File: src/hw/rtl/rsm_pkg.sv
// types and constants shared by the row softmax modules
package rsm_pkg;

    localparam int DIVIDEND_W   = 49;
    localparam int DIVISOR_W    = 23;
    localparam int EXP_W        = 17;
    localparam int SUM_W        = 23;
    localparam int Q48_W        = 49;
    localparam int SERIES_TERMS = 40;
    localparam int UNDERFLOW_K  = 3072;

    localparam logic [Q48_W-1:0] Q48_ONE    = 49'h1_0000_0000_0000;
    localparam logic [Q48_W-1:0] ROUND_HALF = 49'h0_0000_8000_0000;
    localparam logic [15:0]      PROB_MAX   = 16'hFFFF;
    localparam logic [15:0]      SCORE_MIN  = 16'h8000;

    typedef struct packed {
        logic signed [15:0] score;
        logic               end_of_row;
    } score_t;

    typedef struct packed {
        logic [15:0] prob;
        logic [5:0]  position;
        logic        truncated;
        logic        last_result;
    } result_t;

    typedef struct packed {
        logic       start;
        logic [7:0] frac;
        logic [3:0] whole;
    } exp_req_t;

endpackage

File: src/hw/rtl/rsm_div.sv
// restoring divider, one quotient bit per cycle
module rsm_div (
    input  logic                            clk,
    input  logic                            rst_n,
    input  logic                            start,
    input  logic [rsm_pkg::DIVIDEND_W-1:0]  dividend,
    input  logic [rsm_pkg::DIVISOR_W-1:0]   divisor,
    output logic                            done,
    output logic [rsm_pkg::DIVIDEND_W-1:0]  quotient
);

    localparam int CNT_W = $clog2(rsm_pkg::DIVIDEND_W);
    localparam int DW    = rsm_pkg::DIVIDEND_W;
    localparam int VW    = rsm_pkg::DIVISOR_W;

    logic [VW-1:0]    rem_reg, rem_next;
    logic [DW-1:0]    quo_reg, quo_next;
    logic [VW-1:0]    dsr_reg, dsr_next;
    logic [CNT_W-1:0] cnt_reg, cnt_next;
    logic             busy_reg, busy_next;
    logic             done_reg, done_next;
    logic [VW:0]      trial;
    logic [VW:0]      diff;
    logic             fits;

    always_comb
    begin
        trial     = {rem_reg, quo_reg[DW-1]};
        diff      = trial - {1'b0, dsr_reg};
        fits      = trial >= {1'b0, dsr_reg};
        rem_next  = rem_reg;
        quo_next  = quo_reg;
        dsr_next  = dsr_reg;
        cnt_next  = cnt_reg;
        busy_next = busy_reg;
        done_next = 1'b0;
        if (start)
        begin
            rem_next  = '0;
            quo_next  = dividend;
            dsr_next  = divisor;
            cnt_next  = '0;
            busy_next = 1'b1;
        end
        else if (busy_reg)
        begin
            rem_next = fits ? diff[VW-1:0] : trial[VW-1:0];
            quo_next = {quo_reg[DW-2:0], fits};
            cnt_next = cnt_reg + CNT_W'(1);
            if (cnt_reg == CNT_W'(DW - 1))
            begin
                busy_next = 1'b0;
                done_next = 1'b1;
            end
        end
    end

    always_ff @(posedge clk or negedge rst_n)
    begin
        if (!rst_n)
        begin
            busy_reg <= 1'b0;
            done_reg <= 1'b0;
            cnt_reg  <= '0;
        end
        else
        begin
            busy_reg <= busy_next;
            done_reg <= done_next;
            cnt_reg  <= cnt_next;
        end
    end

    always_ff @(posedge clk)
    begin
        rem_reg <= rem_next;
        quo_reg <= quo_next;
        dsr_reg <= dsr_next;
    end

    assign done     = done_reg;
    assign quotient = quo_reg;

endmodule

File: config.mk
export PLATFORM = sky130hd
export DESIGN_NAME = rsm_div
export DESIGN_NICKNAME = d
export VERILOG_FILES = /design/src/hw/rtl/rsm_pkg.sv /design/src/hw/rtl/rsm_div.sv
export SDC_FILE = /design/constraint.sdc
export NUM_CORES = 1
export LEC_CHECK = 0
export ABC_AREA = 1
export BUFFER_PORTS_ARGS = -buffer_cell sky130_fd_sc_hd__buf_2
export CORE_UTILIZATION = 55
export CTS_BUF_LIST = sky130_fd_sc_hd__clkbuf_4 sky130_fd_sc_hd__clkbuf_8 sky130_fd_sc_hd__clkbuf_16
export DETAILED_ROUTE_END_ITERATION = 6
export GPL_TIMING_DRIVEN = 1
export PLACE_DENSITY = 0.88
export SYNTH_ARGS = -nofsm -noshare
export SYNTH_HDL_FRONTEND = slang
export SYNTH_SLANG_ARGS = --single-unit
File: constraint.sdc
create_clock -name clk -period 2.4 [get_ports clk]
set_input_delay 0.72 -clock clk [delete_from_list [all_inputs] [get_ports clk]]
set_output_delay 0.72 -clock clk [all_outputs]
set_load 0.05 [all_outputs]
# Yosys cells after proc, flatten, opt, wreduce, memory -nomap -nowiden
# Index checks and enable logic that the tools add are counted.
word_totals:
  out_inout_bits: 50
  reg_bits: 103
  wordCells: 22
op_classes:
  reduce_logical: 1
  addsub: 2
  n_mux: 11
  n_lt_le_gt_ge: 1
  n_eq_ne: 1
ops:
  columns: ["operator", "n"]
  rows:
  - ["2-to-1 mux 49 bit", 2]
  - [">= comparator 24 x 23 -> 1 bit", 1]
  - ["2-to-1 mux 23 bit", 1]
  - ["subtractor 23 bit", 1]
  - ["2-to-1 mux 6 bit", 2]
  - ["adder 6 x 1 -> 6 bit, second input constant", 1]
  - ["equality test 6 bit, second input constant", 1]
  - ["2-to-1 mux 1 bit", 6]
  - ["nonzero test 2 bit", 1]

# Depth between registers and ports, before layout
logic_depth:
  ltp_word: 4
  depth_mapped: 16

# Worst setup path before layout
# Ideal clock, no wire load.
synth_timing:
  kind: "input port to flip-flop"
  from: "input start"
  to: "register quo_reg[0] (netlist: quotient[0]), enable pin"
  required_ns: 1.995
  setup_time_ns: 0.405
  t_arrival_ns: 1.985
  path_buffers: 1
  cell_stages: 3
  path_slack_ns: 0.010
  cell_sequence: "buf_2 -> nor2_1 -> inv_1"
synth_between:
  elab_chain_cells: 1
synth_lines:
  columns: ["element", "line_no", "text"]
  rows:
  - ["from (decl)", "rsm_div.sv:5", "input logic start,"]
  - ["nonzero test 2 bit (no line)", null, null]
  - ["to (signal assigned)", "rsm_div.sv:77", "quo_reg <= quo_next;"]
  - ["to (decl)", "rsm_div.sv:17", "logic [DW-1:0] quo_reg, quo_next;"]
# No other way between the ends.
# A chain may end at the register's enable or synchronous reset.

# Final worst setup path
layout_timing:
  from: "register quo_reg[48] (netlist: quotient[48])"
  to: "register rem_reg[14]"
layout_between:
  elab_chain_cells: 2
layout_lines:
  columns: ["element", "line_no", "text"]
  rows:
  - ["subtractor 23 bit / >= comparator 24 x 23 -> 1 bit (equally long branches)", "rsm_div.sv:29, rsm_div.sv:30", null]
  - ["2-to-1 mux 23 bit (*)", "rsm_div.sv:47", "rem_next = fits ? diff[VW-1:0] : trial[VW-1:0];"]
  - ["to (signal assigned)", "rsm_div.sv:76", "rem_reg <= rem_next;"]
  - ["to (decl)", "rsm_div.sv:16", "logic [VW-1:0] rem_reg, rem_next;"]
# Every way passes the cells marked *; elsewhere a longest branch is shown, timed or not.

==> results.py <==
metrics = {
    "run_status": {
        "status": "finished, final reports clean",
    },
    "floorplanning": {
        "core_area_um2": 10400,
        "start_util_pct": 57.3,
        "ioPinCount": 125,
        "fp.dieH_um": 106,
        "rows": 37,
        "die-area_um2": 11300,
        "fp.dieW_um": 106,
    },
    "sta": {
        "fmax_mhz": 445,
        "rsz0062_at_grt": "false",
        "slew_headroom_pct": 41.3,
        "min_period_ns": 2.25,
        "hold_viol_final": 0,
        "fin_crit_sh_pct": 93.7,
        "maxSlewViolCount": 0,
        "skew_ns": 0.0162,
        "setup_viol": 0,
        "tns_ns": 0,
        "worst_slew_pin_slew_ns": 0.879,
        "finalWorstSetupSlack_ns": 0.151,
    },
    "drt": {
        "wl_per_cell_um": 12.8,
        "first_pass_iters": 5,
        "num_vias": 5350,
        "drc": 0,
        "viasPerCell": 5.01,
        "wl_mm": 13.7,
        "ant_nets": 0,
        "first_iter_violations": 238,
    },
    "pwr": {
        "power_frac_comb_pct": 43.5,
        "irDropWorstVdd_mv": 0.478,
        "sequentialPowerShare_pct": 36.5,
        "netSwitchingPower_mw": 2.70,
        "p_int_mw": 3.77,
        "p_clk_share_pct": 20.0,
        "p_per_area_nw_per_um2": 922,
        "leakage_nw": 3.76,
        "swShare_pct": 41.7,
    },
    "cts": {
        "clkSinkCount": 103,
        "cts_buffers": 9,
        "clk_pin_slew_worst_paths_ns": 0.11,
        "clockBufferDepth": 2,
        "cts.root.buffer_cell": "clkbuf_8",
        "cts_tree": "yes",
        "worst_skew_pair.late_latency_ns": 0.40,
        "cts_htree_levels": 3,
        "hold_buffers": 0,
    },
    "placement": {
        "gp_congestion": 0.933,
        "portBuffers": 124,
        "place_area_um2": 6730,
        "post-dp-hpwl_mm": 9.83,
        "place_ws_ns": 0.203,
        "placed_cells": 1049,
    },
    "flow_run": {
        "maxCapViolCount": 0,
    },
    "cells_and_area": {
        "area_delta_synth_final_pct": 17.6,
        "nNetsFinal": 1027,
        "num_antenna_cells": 0,
        "fin_cells": 1067,
        "largest_reg_flops": 49,
        "drive_gt1_share_pct": 19.3,
        "final_core_util_pct": 67.4,
        "design_area_um2": 7020,
    },
    "synthesis": {
        "netlist.area_leader.share_pct": 36.2,
        "yosys_warnings": 0,
        "synth_edf_count": 72,
        "synthDistinctLibCells": 32,
        "ys_ff_latch": 103,
        "synth-main-ff-cell": "edfxtp_1",
        "avgSynthCellArea_um2": 7.44,
        "synth_area_leaders": "edfxtp_1 36%, nand2_1 24%, dfxtp_1 7.7%",
        "synth_area_um2": 5970,
        "synth_top_cells_by_count": "376 x nand2_1, 99 x inv_1, 72 x edfxtp_1",
        "syn_inst": 802,
        "synth_seq_area_share_pct": 47.3,
        "synth_most_common_cell": "nand2_1",
        "synthArstFlopShare_pct": 7.77,
        "yosysTopAreaCell": "edfxtp_1",
        "syn_nets": 903,
    },
    "global_route": {
        "grt_overflow_total": 0,
        "grt_usage_pct": 25.1,
        "grt_pass1_vias": 5022,
        "grt_max_degree": 54,
        "grt_pass1_wl_mm": 22.4,
        "antenna_found_initial": 0,
    },
    "setup_path": {
        "r2r-start": "quotient[48]",
        "worstPathArrival_ns": 2.60,
        "cp-startpoint": "quotient[48]",
        "cp_max_fo": 23,
        "path_class": "reg2reg",
        "cp-end-kind": "flop",
        "startpoint_type": "flop",
        "required_ns": 2.75,
    },
    "hold_path": {
        "hold_path.class": "in2async",
    },
}
[stage by stage]
stage / total power [mW] / hold WS, ns
2_1_floorplan: 4.51 / 0.424
3_3_place_gp: 4.96 / 0.459
3_5_place_dp: 5.03 / 0.469
4_1_cts: 6.32 / 0.141
5_1_grt: 6.93 / 0.140
6_report: 6.47 / 0.139
[area by class of cell]
cell class,instances,area [µm²]
well taps,136,170
multi-input cells,578,2670
clock inverters,7,111
inverters,101,379
fillers,849,3400
flip-flops and latches,103,2820
clock buffers,9,124
repair buffers,133,748
[cell usage in the layout (no fill, tap or decap)]
master,instances
buf_12,2
clkbuf_8,9
nand4_4,1
dfrtp_1,8
or2_2,1
fa_1,1
buf_2,124
o21bai_1,2
xnor2_1,8
clkbuf_16,2
nand2_1,376
edfxtp_1,72
ha_1,25
nor3_1,5
nor2_4,2
nand3_1,36
nand2_2,3
inv_8,3
nor2_2,21
a21oi_1,13
xor2_1,2
inv_2,3
nand3b_1,1
and2_1,2
nor3b_1,1
clkinv_4,2
o211ai_1,1
o21ai_0,7
nor2_1,64
inv_1,98
buf_4,5
dfxtp_1,23
bufinv_16,2
nand4_1,6
[logic make-up (layout without fill, tap and decap cells)]
logic type | Yosys count | after routing | share of synthesized area, %
AOI/OAI and AO/OA | 23 | 23 | 2.05
DFF | 103 | 103 | 47.3
xor gates and xnor gates | 10 | 10 | 1.47
buffers and inverters | 121 | 250 | 8.24
and+or+nand+nor | 519 | 519 | 35.4
adders and majority gates | 26 | 26 | 5.57
[path summary, 6_finish.rpt]
check / end / slack (ns) / cells after the start
setup / recovery: rem_reg[14] / 0.15 / 15
hold / removal: cnt_reg[5] / 0.14 / 1
setup reg to reg: rem_reg[14] / 0.15 / 15
hold reg to reg: rem_reg[15] / 0.48 / 2
max in group asynchronous: busy_reg / 2.08 / 1
min in group clk: rem_reg[15] / 0.48 / 2
[critical path: stages, from the launching register on]
cell and delay [ns]:
edfxtp_1 0.37, inv_1 0.05, ha_1 0.21, fa_1 0.41, inv_1 0.09, nand2_1 0.05
nand2_1 0.06, nand3_1 0.06, nand2_1 0.14, nand2_1 0.11, nand4_4 0.16, clkbuf_16 0.22
nor2_2 0.05, nor2_2 0.09, nand2_1 0.07, nand2_1 0.05
[layer usage]
| layer | wire [µm] | share of wire (%) | up-vias | track usage, % |
|---|---|---|---|---|
| li1 | - | - | 2730 | - |
| met2 | 6570 | 48 | 191 | 41.6 |
| met4 | 334 | 2.4 | 0 | 10.4 |
| met1 | 5820 | 43 | 2396 | 31.3 |
| met3 | 922 | 6.8 | 33 | 6.19 |
| met5 | 0 | 0 | - | 0 |
[power groups by stage]
stage                     sequential (mW)  clock, mW  combinational, mW
after detailed placement             2.38          0               2.64
after floorplan                      2.65          0               1.86
after global routing                 2.39       1.38               3.17
final                                2.36       1.29               2.82
after global placement               2.39          0               2.58
after CTS                            2.35       1.31               2.66
[what timing repair did]
action                                 CTS  global route
gates resized for setup                  0             1
buffers inserted                         0             0
setup endpoints to repair                0             6
endpoints found under the hold margin    0             0
(Power assumes the default switching activity.)
