**config.mk**
```make
export PLATFORM = sky130hd
export DESIGN_NAME = rsm_exp
export DESIGN_NICKNAME = d
export VERILOG_FILES = /design/src/hw/rtl/rsm_pkg.sv /design/src/hw/rtl/rsm_div.sv /design/src/hw/rtl/rsm_exp.sv
export SDC_FILE = /design/constraint.sdc
export NUM_CORES = 2
export LEC_CHECK = 0
export BUFFER_PORTS_ARGS = -buffer_cell sky130_fd_sc_hd__buf_2
export CORE_MARGIN = 3
export CORE_UTILIZATION = 60
export DETAILED_ROUTE_END_ITERATION = 10
export PLACE_DENSITY = 0.79
export RECOVER_POWER = 100
export SETUP_SLACK_MARGIN = 0.15
export SYNTH_ARGS = -nofsm -noshare
export SYNTH_HDL_FRONTEND = slang
export SYNTH_HIERARCHICAL = 1
export SYNTH_SLANG_ARGS = --single-unit
```
**constraint.sdc**
```tcl
create_clock -name clk -period 11.1 [get_ports clk]
set_clock_uncertainty 0.2 [all_clocks]
set_input_delay 2.775 -clock clk [delete_from_list [all_inputs] [get_ports clk]]
set_output_delay 2.775 -clock clk [all_outputs]
set_load 0.005 [all_outputs]
```
**src/hw/rtl/rsm_pkg.sv**
```systemverilog
// types and constants shared by the row softmax modules
package rsm_pkg;

    localparam int DIVIDEND_W   = 49;
    localparam int DIVISOR_W    = 23;
    localparam int EXP_W        = 17;
    localparam int SUM_W        = 23;
    localparam int Q48_W        = 49;
    localparam int SERIES_TERMS = 40;
    localparam int UNDERFLOW_K  = 3072;

    localparam logic [Q48_W-1:0] Q48_ONE    = 49'h1_0000_0000_0000;
    localparam logic [Q48_W-1:0] ROUND_HALF = 49'h0_0000_8000_0000;
    localparam logic [15:0]      PROB_MAX   = 16'hFFFF;
    localparam logic [15:0]      SCORE_MIN  = 16'h8000;

    typedef struct packed {
        logic signed [15:0] score;
        logic               end_of_row;
    } score_t;

    typedef struct packed {
        logic [15:0] prob;
        logic [5:0]  position;
        logic        truncated;
        logic        last_result;
    } result_t;

    typedef struct packed {
        logic       start;
        logic [7:0] frac;
        logic [3:0] whole;
    } exp_req_t;

endpackage

```
**src/hw/rtl/rsm_div.sv**
```systemverilog
// restoring divider, one quotient bit per cycle
module rsm_div (
    input  logic                            clk,
    input  logic                            rst_n,
    input  logic                            start,
    input  logic [rsm_pkg::DIVIDEND_W-1:0]  dividend,
    input  logic [rsm_pkg::DIVISOR_W-1:0]   divisor,
    output logic                            done,
    output logic [rsm_pkg::DIVIDEND_W-1:0]  quotient
);

    localparam int CNT_W = $clog2(rsm_pkg::DIVIDEND_W);
    localparam int DW    = rsm_pkg::DIVIDEND_W;
    localparam int VW    = rsm_pkg::DIVISOR_W;

    logic [VW-1:0]    rem_reg, rem_next;
    logic [DW-1:0]    quo_reg, quo_next;
    logic [VW-1:0]    dsr_reg, dsr_next;
    logic [CNT_W-1:0] cnt_reg, cnt_next;
    logic             busy_reg, busy_next;
    logic             done_reg, done_next;
    logic [VW:0]      trial;
    logic [VW:0]      diff;
    logic             fits;

    always_comb
    begin
        trial     = {rem_reg, quo_reg[DW-1]};
        diff      = trial - {1'b0, dsr_reg};
        fits      = trial >= {1'b0, dsr_reg};
        rem_next  = rem_reg;
        quo_next  = quo_reg;
        dsr_next  = dsr_reg;
        cnt_next  = cnt_reg;
        busy_next = busy_reg;
        done_next = 1'b0;
        if (start)
        begin
            rem_next  = '0;
            quo_next  = dividend;
            dsr_next  = divisor;
            cnt_next  = '0;
            busy_next = 1'b1;
        end
        else if (busy_reg)
        begin
            rem_next = fits ? diff[VW-1:0] : trial[VW-1:0];
            quo_next = {quo_reg[DW-2:0], fits};
            cnt_next = cnt_reg + CNT_W'(1);
            if (cnt_reg == CNT_W'(DW - 1))
            begin
                busy_next = 1'b0;
                done_next = 1'b1;
            end
        end
    end

    always_ff @(posedge clk or negedge rst_n)
    begin
        if (!rst_n)
        begin
            busy_reg <= 1'b0;
            done_reg <= 1'b0;
            cnt_reg  <= '0;
        end
        else
        begin
            busy_reg <= busy_next;
            done_reg <= done_next;
            cnt_reg  <= cnt_next;
        end
    end

    always_ff @(posedge clk)
    begin
        rem_reg <= rem_next;
        quo_reg <= quo_next;
        dsr_reg <= dsr_next;
    end

    assign done     = done_reg;
    assign quotient = quo_reg;

endmodule

```
**src/hw/rtl/rsm_exp.sv**
```systemverilog
// fixed-point exponential unit: series for the fraction, repeated e^-1 products
module rsm_exp (
    input  logic                          clk,
    input  logic                          rst_n,
    input  rsm_pkg::exp_req_t             req,
    output logic                          done,
    output logic [rsm_pkg::EXP_W-1:0]     value
);

    localparam int QW = rsm_pkg::Q48_W;

    typedef enum logic [5:0] {
        X_IDLE  = 6'b000001,
        X_MUL   = 6'b000010,
        X_DGO   = 6'b000100,
        X_DWAIT = 6'b001000,
        X_QMUL  = 6'b010000,
        X_DONE  = 6'b100000
    } xstate_t;

    xstate_t         state_reg, state_next;
    logic [QW-1:0]   term_reg, term_next;
    logic [QW:0]     pos_reg, pos_next;
    logic [QW:0]     neg_reg, neg_next;
    logic [5:0]      n_reg, n_next;
    logic [8:0]      sr_reg, sr_next;
    logic [7:0]      frac_reg, frac_next;
    logic [3:0]      whole_reg, whole_next;
    logic [QW-1:0]   v_reg, v_next;
    logic [QW-1:0]   e1_reg, e1_next;
    logic            e1_ok_reg, e1_ok_next;
    logic            for_e1_reg, for_e1_next;
    logic [QW-1:0]   prod_reg, prod_next;
    logic [1:0]      qstep_reg, qstep_next;
    logic [50:0]     mid_reg, mid_next;

    logic [57:0]     sprod;
    logic [24:0]     mul_x, mul_y;
    logic [49:0]     qm;
    logic [QW:0]     pos_upd, neg_upd;
    logic [QW:0]     series_diff;
    logic [QW-1:0]   series_res;
    logic [QW-1:0]   rnd;
    logic            div_start;
    logic            div_done;
    logic [rsm_pkg::DIVIDEND_W-1:0] div_quo;

    rsm_div u_div (
        .clk      (clk),
        .rst_n    (rst_n),
        .start    (div_start),
        .dividend (prod_reg),
        .divisor  (rsm_pkg::DIVISOR_W'(n_reg)),
        .done     (div_done),
        .quotient (div_quo)
    );

    always_comb
    begin
        sprod = term_reg * sr_reg;
        case (qstep_reg)
            2'd0:
            begin
                mul_x = {1'b0, v_reg[23:0]};
                mul_y = {1'b0, e1_reg[23:0]};
            end
            2'd1:
            begin
                mul_x = v_reg[48:24];
                mul_y = {1'b0, e1_reg[23:0]};
            end
            2'd2:
            begin
                mul_x = {1'b0, v_reg[23:0]};
                mul_y = e1_reg[48:24];
            end
            default:
            begin
                mul_x = v_reg[48:24];
                mul_y = e1_reg[48:24];
            end
        endcase
        qm = mul_x * mul_y;

        pos_upd     = n_reg[0] ? pos_reg : pos_reg + {1'b0, div_quo};
        neg_upd     = n_reg[0] ? neg_reg + {1'b0, div_quo} : neg_reg;
        series_diff = pos_upd - neg_upd;
        series_res  = (pos_upd > neg_upd) ? series_diff[QW-1:0] : '0;
        rnd         = v_reg + rsm_pkg::ROUND_HALF;
    end

    always_comb
    begin
        state_next  = state_reg;
        term_next   = term_reg;
        pos_next    = pos_reg;
        neg_next    = neg_reg;
        n_next      = n_reg;
        sr_next     = sr_reg;
        frac_next   = frac_reg;
        whole_next  = whole_reg;
        v_next      = v_reg;
        e1_next     = e1_reg;
        e1_ok_next  = e1_ok_reg;
        for_e1_next = for_e1_reg;
        prod_next   = prod_reg;
        qstep_next  = qstep_reg;
        mid_next    = mid_reg;
        div_start   = 1'b0;
        done        = 1'b0;
        case (state_reg)
            X_IDLE:
            begin
                if (req.start)
                begin
                    frac_next   = req.frac;
                    whole_next  = req.whole;
                    term_next   = rsm_pkg::Q48_ONE;
                    pos_next    = {1'b0, rsm_pkg::Q48_ONE};
                    neg_next    = '0;
                    n_next      = 6'd1;
                    sr_next     = e1_ok_reg ? {1'b0, req.frac} : 9'd256;
                    for_e1_next = !e1_ok_reg;
                    state_next  = X_MUL;
                end
            end
            X_MUL:
            begin
                prod_next  = sprod[56:8];
                state_next = X_DGO;
            end
            X_DGO:
            begin
                div_start  = 1'b1;
                state_next = X_DWAIT;
            end
            X_DWAIT:
            begin
                if (div_done)
                begin
                    term_next = div_quo;
                    pos_next  = pos_upd;
                    neg_next  = neg_upd;
                    if (n_reg == 6'(rsm_pkg::SERIES_TERMS))
                    begin
                        if (for_e1_reg)
                        begin
                            e1_next     = series_res;
                            e1_ok_next  = 1'b1;
                            for_e1_next = 1'b0;
                            term_next   = rsm_pkg::Q48_ONE;
                            pos_next    = {1'b0, rsm_pkg::Q48_ONE};
                            neg_next    = '0;
                            n_next      = 6'd1;
                            sr_next     = {1'b0, frac_reg};
                            state_next  = X_MUL;
                        end
                        else
                        begin
                            v_next     = series_res;
                            qstep_next = 2'd0;
                            state_next = (whole_reg == 4'd0) ? X_DONE : X_QMUL;
                        end
                    end
                    else
                    begin
                        n_next     = n_reg + 6'd1;
                        state_next = X_MUL;
                    end
                end
            end
            X_QMUL:
            begin
                qstep_next = qstep_reg + 2'd1;
                case (qstep_reg)
                    2'd0:    mid_next = 51'(qm >> 24);
                    2'd1:    mid_next = mid_reg + 51'(qm);
                    2'd2:    mid_next = mid_reg + 51'(qm);
                    default:
                    begin
                        v_next     = QW'(qm + 50'(mid_reg >> 24));
                        whole_next = whole_reg - 4'd1;
                        if (whole_reg == 4'd1)
                        begin
                            state_next = X_DONE;
                        end
                    end
                endcase
            end
            X_DONE:
            begin
                done       = 1'b1;
                state_next = X_IDLE;
            end
            default:
            begin
                state_next = X_IDLE;
            end
        endcase
    end

    always_ff @(posedge clk or negedge rst_n)
    begin
        if (!rst_n)
        begin
            state_reg  <= X_IDLE;
            e1_ok_reg  <= 1'b0;
            for_e1_reg <= 1'b0;
            n_reg      <= '0;
            qstep_reg  <= '0;
            whole_reg  <= '0;
        end
        else
        begin
            state_reg  <= state_next;
            e1_ok_reg  <= e1_ok_next;
            for_e1_reg <= for_e1_next;
            n_reg      <= n_next;
            qstep_reg  <= qstep_next;
            whole_reg  <= whole_next;
        end
    end

    always_ff @(posedge clk)
    begin
        term_reg <= term_next;
        pos_reg  <= pos_next;
        neg_reg  <= neg_next;
        sr_reg   <= sr_next;
        frac_reg <= frac_next;
        v_reg    <= v_next;
        e1_reg   <= e1_next;
        prod_reg <= prod_next;
        mid_reg  <= mid_next;
    end

    assign value = rnd[48:32];

endmodule

```
## Yosys cells after proc, flatten, opt, wreduce, memory -nomap -nowiden

Cells that the tools add are included.

| cells by class | value |
|---|---|
| $add $sub $neg | 11 |
| multiply operators | 2 |
| order comparisons | 2 |
| equal/unequal tests | 19 |
| muxes and demuxes | 69 |
| reductions and logical operators | 23 |

Operators by type and width:

| cell | number |
|---|---|
| 2-to-1 mux 49 bit | 11 |
| 2-to-1 mux 50 bit | 10 |
| case mux 50 bit (2 select lines) | 2 |
| case mux 49 bit (2 select lines) | 2 |
| case mux 51 bit (2 select lines) | 1 |
| adder 50 x 49 -> 50 bit | 2 |
| 2-to-1 mux 6 bit | 13 |
| multiplier 49 x 9 -> 57 bit | 1 |
| adder 51 x 50 -> 51 bit | 1 |
| greater-than comparator 50 bit | 1 |
| multiplier 25 x 25 -> 50 bit | 1 |
| 2-to-1 mux 25 bit | 2 |
| adder 49 x 27 -> 49 bit | 1 |
| adder 49 x 32 -> 49 bit, second input constant | 1 |
| subtractor 49 bit | 1 |
| 2-to-1 mux 9 bit | 5 |
| case mux 6 bit (5 select lines) | 1 |
| greater-or-equal comparator 24 x 6 -> 1 bit | 1 |
| 2-to-1 mux 23 bit | 1 |
| subtractor 23 x 6 -> 23 bit | 1 |
| AND reduction 4 bit | 5 |
| == test 6 bit, second input constant | 3 |
| case mux 9 bit (2 select lines) | 1 |
| adder 6 x 1 -> 6 bit, second input constant | 2 |
| 29 further kinds | 56 |

| word-level totals | value |
|---|---|
| register bits after elaboration | 470 |
| word-level logic and storage cells | 147 |

## Logic depth before layout (Yosys ltp)

| logic depth | value |
|---|---|
| word-level depth | 8 |
| gate-level depth with buffers | 44 |

## Hierarchy

Netlist, hierarchy kept.

Modules (own cells, without submodules):

| module | instances | cells an instance | area each (um^2) |
|---|---|---|---|
| rsm_exp | 1 | 6757 | 61118.6 |
| rsm_div | 1 | 490 | 5519.0 |

## Least setup slack after synthesis

No wires, ideal clock.

| timing | value |
|---|---|
| kind | register -> register |
| start point | register qstep_reg[0] |
| end point | register mid_reg[42] (data pin) |
| setup time | 266 ps |
| arrival time | 9855 ps |
| required time | 10634 ps |
| path slack | 779 ps |
| cell stages (with the launch flop) | 38 |
| path buffers | 4 |
| clock period less this slack | 10321 ps |
| cells stage by stage | dfrtp_1 inv_1 ha_1 nor2_1 buf_1 buf_1 mux2i_1 nor2_1 fa_1 fa_1 inv_1 fa_1 fa_1 inv_1 fa_1 fa_1 inv_1 fa_1 (+2 left out) buf_4 a21oi_1 o21ai_0 or2_2 xor2_1 ha_1 clkbuf_1 nand4_1 or2_2 o221ai_1 a31oi_1 o31ai_1 a31oi_1 o31a_1 o21bai_1 a41oi_1 xor2_1 nor2_1 |

| between the ends | value |
|---|---|
| longest elaborated chain between the ends | 6 |
| elaborated cells on any way between the ends | 11 |

Ends and longest elaborated chain:

| element | line | RTL |
|---|---|---|
| start: declaration | rsm_exp.sv:34 | `logic [1:0] qstep_reg, qstep_next;` |
| start signal: assignment | rsm_exp.sv:219 | `qstep_reg <= qstep_next;` |
| == test 2 bit (tied with other cells) | rsm_exp.sv:61, rsm_exp.sv:175 |  |
| OR reduction 2 bit (no line) | - |  |
| 2-to-1 mux 25 bit | rsm_exp.sv:61 | `case (qstep_reg)` |
| multiplier 25 x 25 -> 50 bit | rsm_exp.sv:83 | `qm = mul_x * mul_y;` |
| adder 51 x 50 -> 51 bit | rsm_exp.sv:177, rsm_exp.sv:178 |  |
| case mux 51 bit (2 select lines) (*) | rsm_exp.sv:175 | `case (qstep_reg)` |
| end signal: assignment | rsm_exp.sv:234 | `mid_reg <= mid_next;` |
| end: declaration | rsm_exp.sv:35 | `logic [50:0] mid_reg, mid_next;` |

Mark *: on every way between the ends. The rest lies on a longest branch, timed or not.
A chain may end at the register's enable or synchronous reset.

## Worst setup path after layout

| timing | value |
|---|---|
| start point | register qstep_reg[0] |
| end point | register v_reg[45] (data pin) |

| between the ends | value |
|---|---|
| longest elaborated chain between the ends | 7 |
| elaborated cells on any way between the ends | 11 |

Ends and longest elaborated chain:

| element | line | RTL |
|---|---|---|
| == test 2 bit (tied with other cells) | rsm_exp.sv:61 |  |
| OR reduction 2 bit (no line) | - |  |
| 2-to-1 mux 25 bit | rsm_exp.sv:61 |  |
| multiplier 25 x 25 -> 50 bit (*) | rsm_exp.sv:83 |  |
| adder 49 x 27 -> 49 bit (*) | rsm_exp.sv:181 | `v_next = QW'(qm + 50'(mid_reg >> 24));` |
| 2-to-1 mux 49 bit (*) | rsm_exp.sv:175 |  |
| case mux 49 bit (2 select lines) (*) | rsm_exp.sv:111 | `case (state_reg)` |
| via v_next[45] | rsm_exp.sv:29 | `logic [QW-1:0] v_reg, v_next;` |
| end signal: assignment | rsm_exp.sv:231 | `v_reg <= v_next;` |
| end: declaration | rsm_exp.sv:29 |  |

The timed path passes the listed nets; every way through them passes the cells marked *. The select of a mux whose other input is x is not followed.

==> results.cfg <==
[outcome]
outcome = finished, violations left
violations = capacitance limit, slew limit

[grt]
antenna_found_initial = 3
grt_pass1_wl_um = 299000
grt_start_max_net_pins = 91
grt-ovfl-total = 0
grt_usage = 0.331
grt_pass1_vias = 53500

[floorplan]
dieArea_um2 = 115000
fp.coreArea_um2 = 110000
die_w_um = 339
die_h_um = 339
pin_count = 33
start_util = 0.608
row_count = 121

[timing]
rsz0062_at_grt = yes
slew_violations = 698
period_needed_ps = 10750
worst_pin_slew_ps = 3870
clock.fmax_ghz = 0.0930
setup_slack_ps = 351
period_share = 0.968
hold_violations = 0
final-setup-viol-count = 0
max-slew-margin-rel = -1.58
setup_tns_ps = 0
timing.hold.ws_ps = 291

[cts]
clockBufferDepth = 3
cts-htree-levels = 2
cts_tree = yes
root_buffer = clkbuf_16
clk_pin_slew_ps = 60
cts-hold-fix-buffers = 0
clk-insertion-delay-late_ps = 640
cts_buffers = 54
clkSinkCount = 487

[layout]
drive_gt1_frac = 0.0605
syn_to_final_growth_pct = 5.68
stdcell_area_um2 = 70400
layout.nets = 8578
nFillCells = 9001
largest_reg_flops = 51

[critical_path]
cp-start-kind = flip-flop
crit_type = flip-flop to flip-flop
cpMaxStageDelayCell = a311oi_1
cpPeakStageDelay_ps = 770
crit_arrival_ps = 10940
end_kind = flip-flop
cp_max_fo = 15
worstPathRequired_ps = 11300
path_common_cell = fa_1
reg2reg_slack_ps = 350

[drt]
via_per_inst = 6.07
vias = 52900
firstDrtPassIters = 6
wire_per_inst_um = 22.0
drtAntennaViolNets = 0
drt_iter0_drc = 5191
drc_errors = 0
routed_wl_um = 191000

[logic_synthesis]
syn_inst = 7247
yosysTopAreaCell = fa_1
synth_edf_count = 436
ys_seq_area_frac = 0.214
synth_most_common_cell = inv_1
syn_area_per_cell_um2 = 9.20
synth_area_um2 = 66600
synth_cell_types = 107
synth_top_area_frac = 0.258
synthTopCellsByArea = fa_1 (26%), edfxtp_1 (20%), ha_1 (9.8%)
async_flop_share = 0.0575
synthFlopType = edfxtp_1
synth-seq-cells = 487
ys_warn_count = 6
ys_top_cells_by_count = inv_1 (984), nand2_1 (898), fa_1 (860)

[placement]
dpl.hpwl_um = 152000
place_congestion = 1.04
io_buffers = 32
dp_slack_ps = 309
dpl_cell_area_um2 = 68700

[power_and_ir_drop]
p_per_area_nw_per_um2 = 54.7
power_frac_comb = 0.002
p_sw_uw = 814
p_int_mw = 3.04
power_frac_clock = 0.488
leakagePower_nw = 33.7
ir_drop_v = 0.000114
seqPwrFrac = 0.511
fin_total_pwr_mw = 3.85
switching_share = 0.211

[min_path]
hold_class = flip-flop to flip-flop

[job]
maxCapViolCount = 12
-- worst max-delay path: cells and delay by family (launching register included) --
family | cells | cell delay (ps)
buffers and inverters | 8 | 1110
AO/OA/AOI/OAI | 4 | 1690
AND/OR/NAND/NOR | 9 | 1640
flip-flops | 1 | 460
adder cells (fa/ha/maj) | 10 | 4250
multiplexers | 2 | 520
XOR/XNOR | 2 | 640
-- per-layer routing --
layer  GRT usage  vias up  share of wire  routed length [um]
li1            -    23700              -                   -
met1       0.446    26100           0.40               75900
met2       0.527     2603           0.46               87100
met3      0.0680      488           0.10               19500
met4       0.132        6          0.046                8880
met5           0        -        0.00021                  41
-- area by class of cell --
cell class              instances  area [um2]  share of cell area
diodes                          1        2.50           0.0000355
well taps                    1476        1850              0.0262
clock buffers                  61        1390              0.0197
flip-flops and latches        487       14300               0.202
multi-input cells            5468       47500               0.675
inverters                     985        3700              0.0525
repair buffers                187        1300              0.0185
clock inverters                39         429             0.00609
-- cells by family (layout without fill, tap and decap cells) --
family,Yosys count,in the layout,synth area share
simple gates,2335,2335,0.162
buf+inv,1308,1272,0.0754
xor+xnor,331,331,0.0437
other cells,1,18,0.0000563
compound gates,1198,1198,0.116
mux,207,207,0.0331
flops,487,487,0.214
fa+ha+maj,1380,1380,0.356
-- final timing paths --
check | from | endpoint | cells past startpoint
min in group asynchronous | rst_n | whole_reg[2] | 1
hold / removal | u_div/rem_reg[8] | u_div/rem_reg[8] | 2
max in group asynchronous | rst_n | u_div/cnt_reg[0] | 1
hold reg to reg | u_div/rem_reg[8] | u_div/rem_reg[8] | 2
setup / recovery | qstep_reg[0] | v_reg[45] | 35
setup reg to reg | qstep_reg[0] | v_reg[45] | 35
-- cells in the final DEF, fill, tap and decap left out, types with 41 or more instances in the layout --
cell type	n
fa_1	860
a21o_1	176
nor2_1	614
mux2_2	103
edfxtp_1	436
nand2b_1	44
clkbuf_16	54
and2_1	257
o21ai_0	262
nor3_1	57
inv_1	981
o21a_1	51
nand3_1	87
o21bai_1	41
xor2_1	124
a21oi_1	356
clkbuf_1	42
a211oi_1	46
ha_1	519
and2_0	89
nor2b_1	56
and3_1	51
nand2_1	897
mux2i_1	91
xnor2_1	203
nand4_1	60
buf_4	131
-- power by group through the flow --
| stage | Clock [mW] | Combinational, mW | Sequential, mW |
|---|---|---|---|
| after global routing | 1.97 | 0.00745 | 1.97 |
| final | 1.88 | 0.00656 | 1.97 |
| after CTS | 1.90 | 0.00715 | 1.97 |
| after floorplan | 0 | 0.000816 | 2.01 |
| after global placement | 0 | 0.00686 | 2.01 |
| after detailed placement | 0 | 0.00706 | 2.01 |
-- metrics by stage --
stage | std cells | util
floorplan | 7263 | -
global placement | 8597 | 0.626
detailed placement | 8597 | 0.626
CTS | 8697 | 0.643
global route | 8703 | 0.642
finish | 8704 | 0.642
-- timing repair --
action | CTS | global route
endpoints found under the hold margin | 0 | 0
setup buffers | 0 | 6
endpoints found under the setup margin | 0 | 30
resized for setup | 0 | 24
Note: power is estimated with default switching activity, not from simulation.
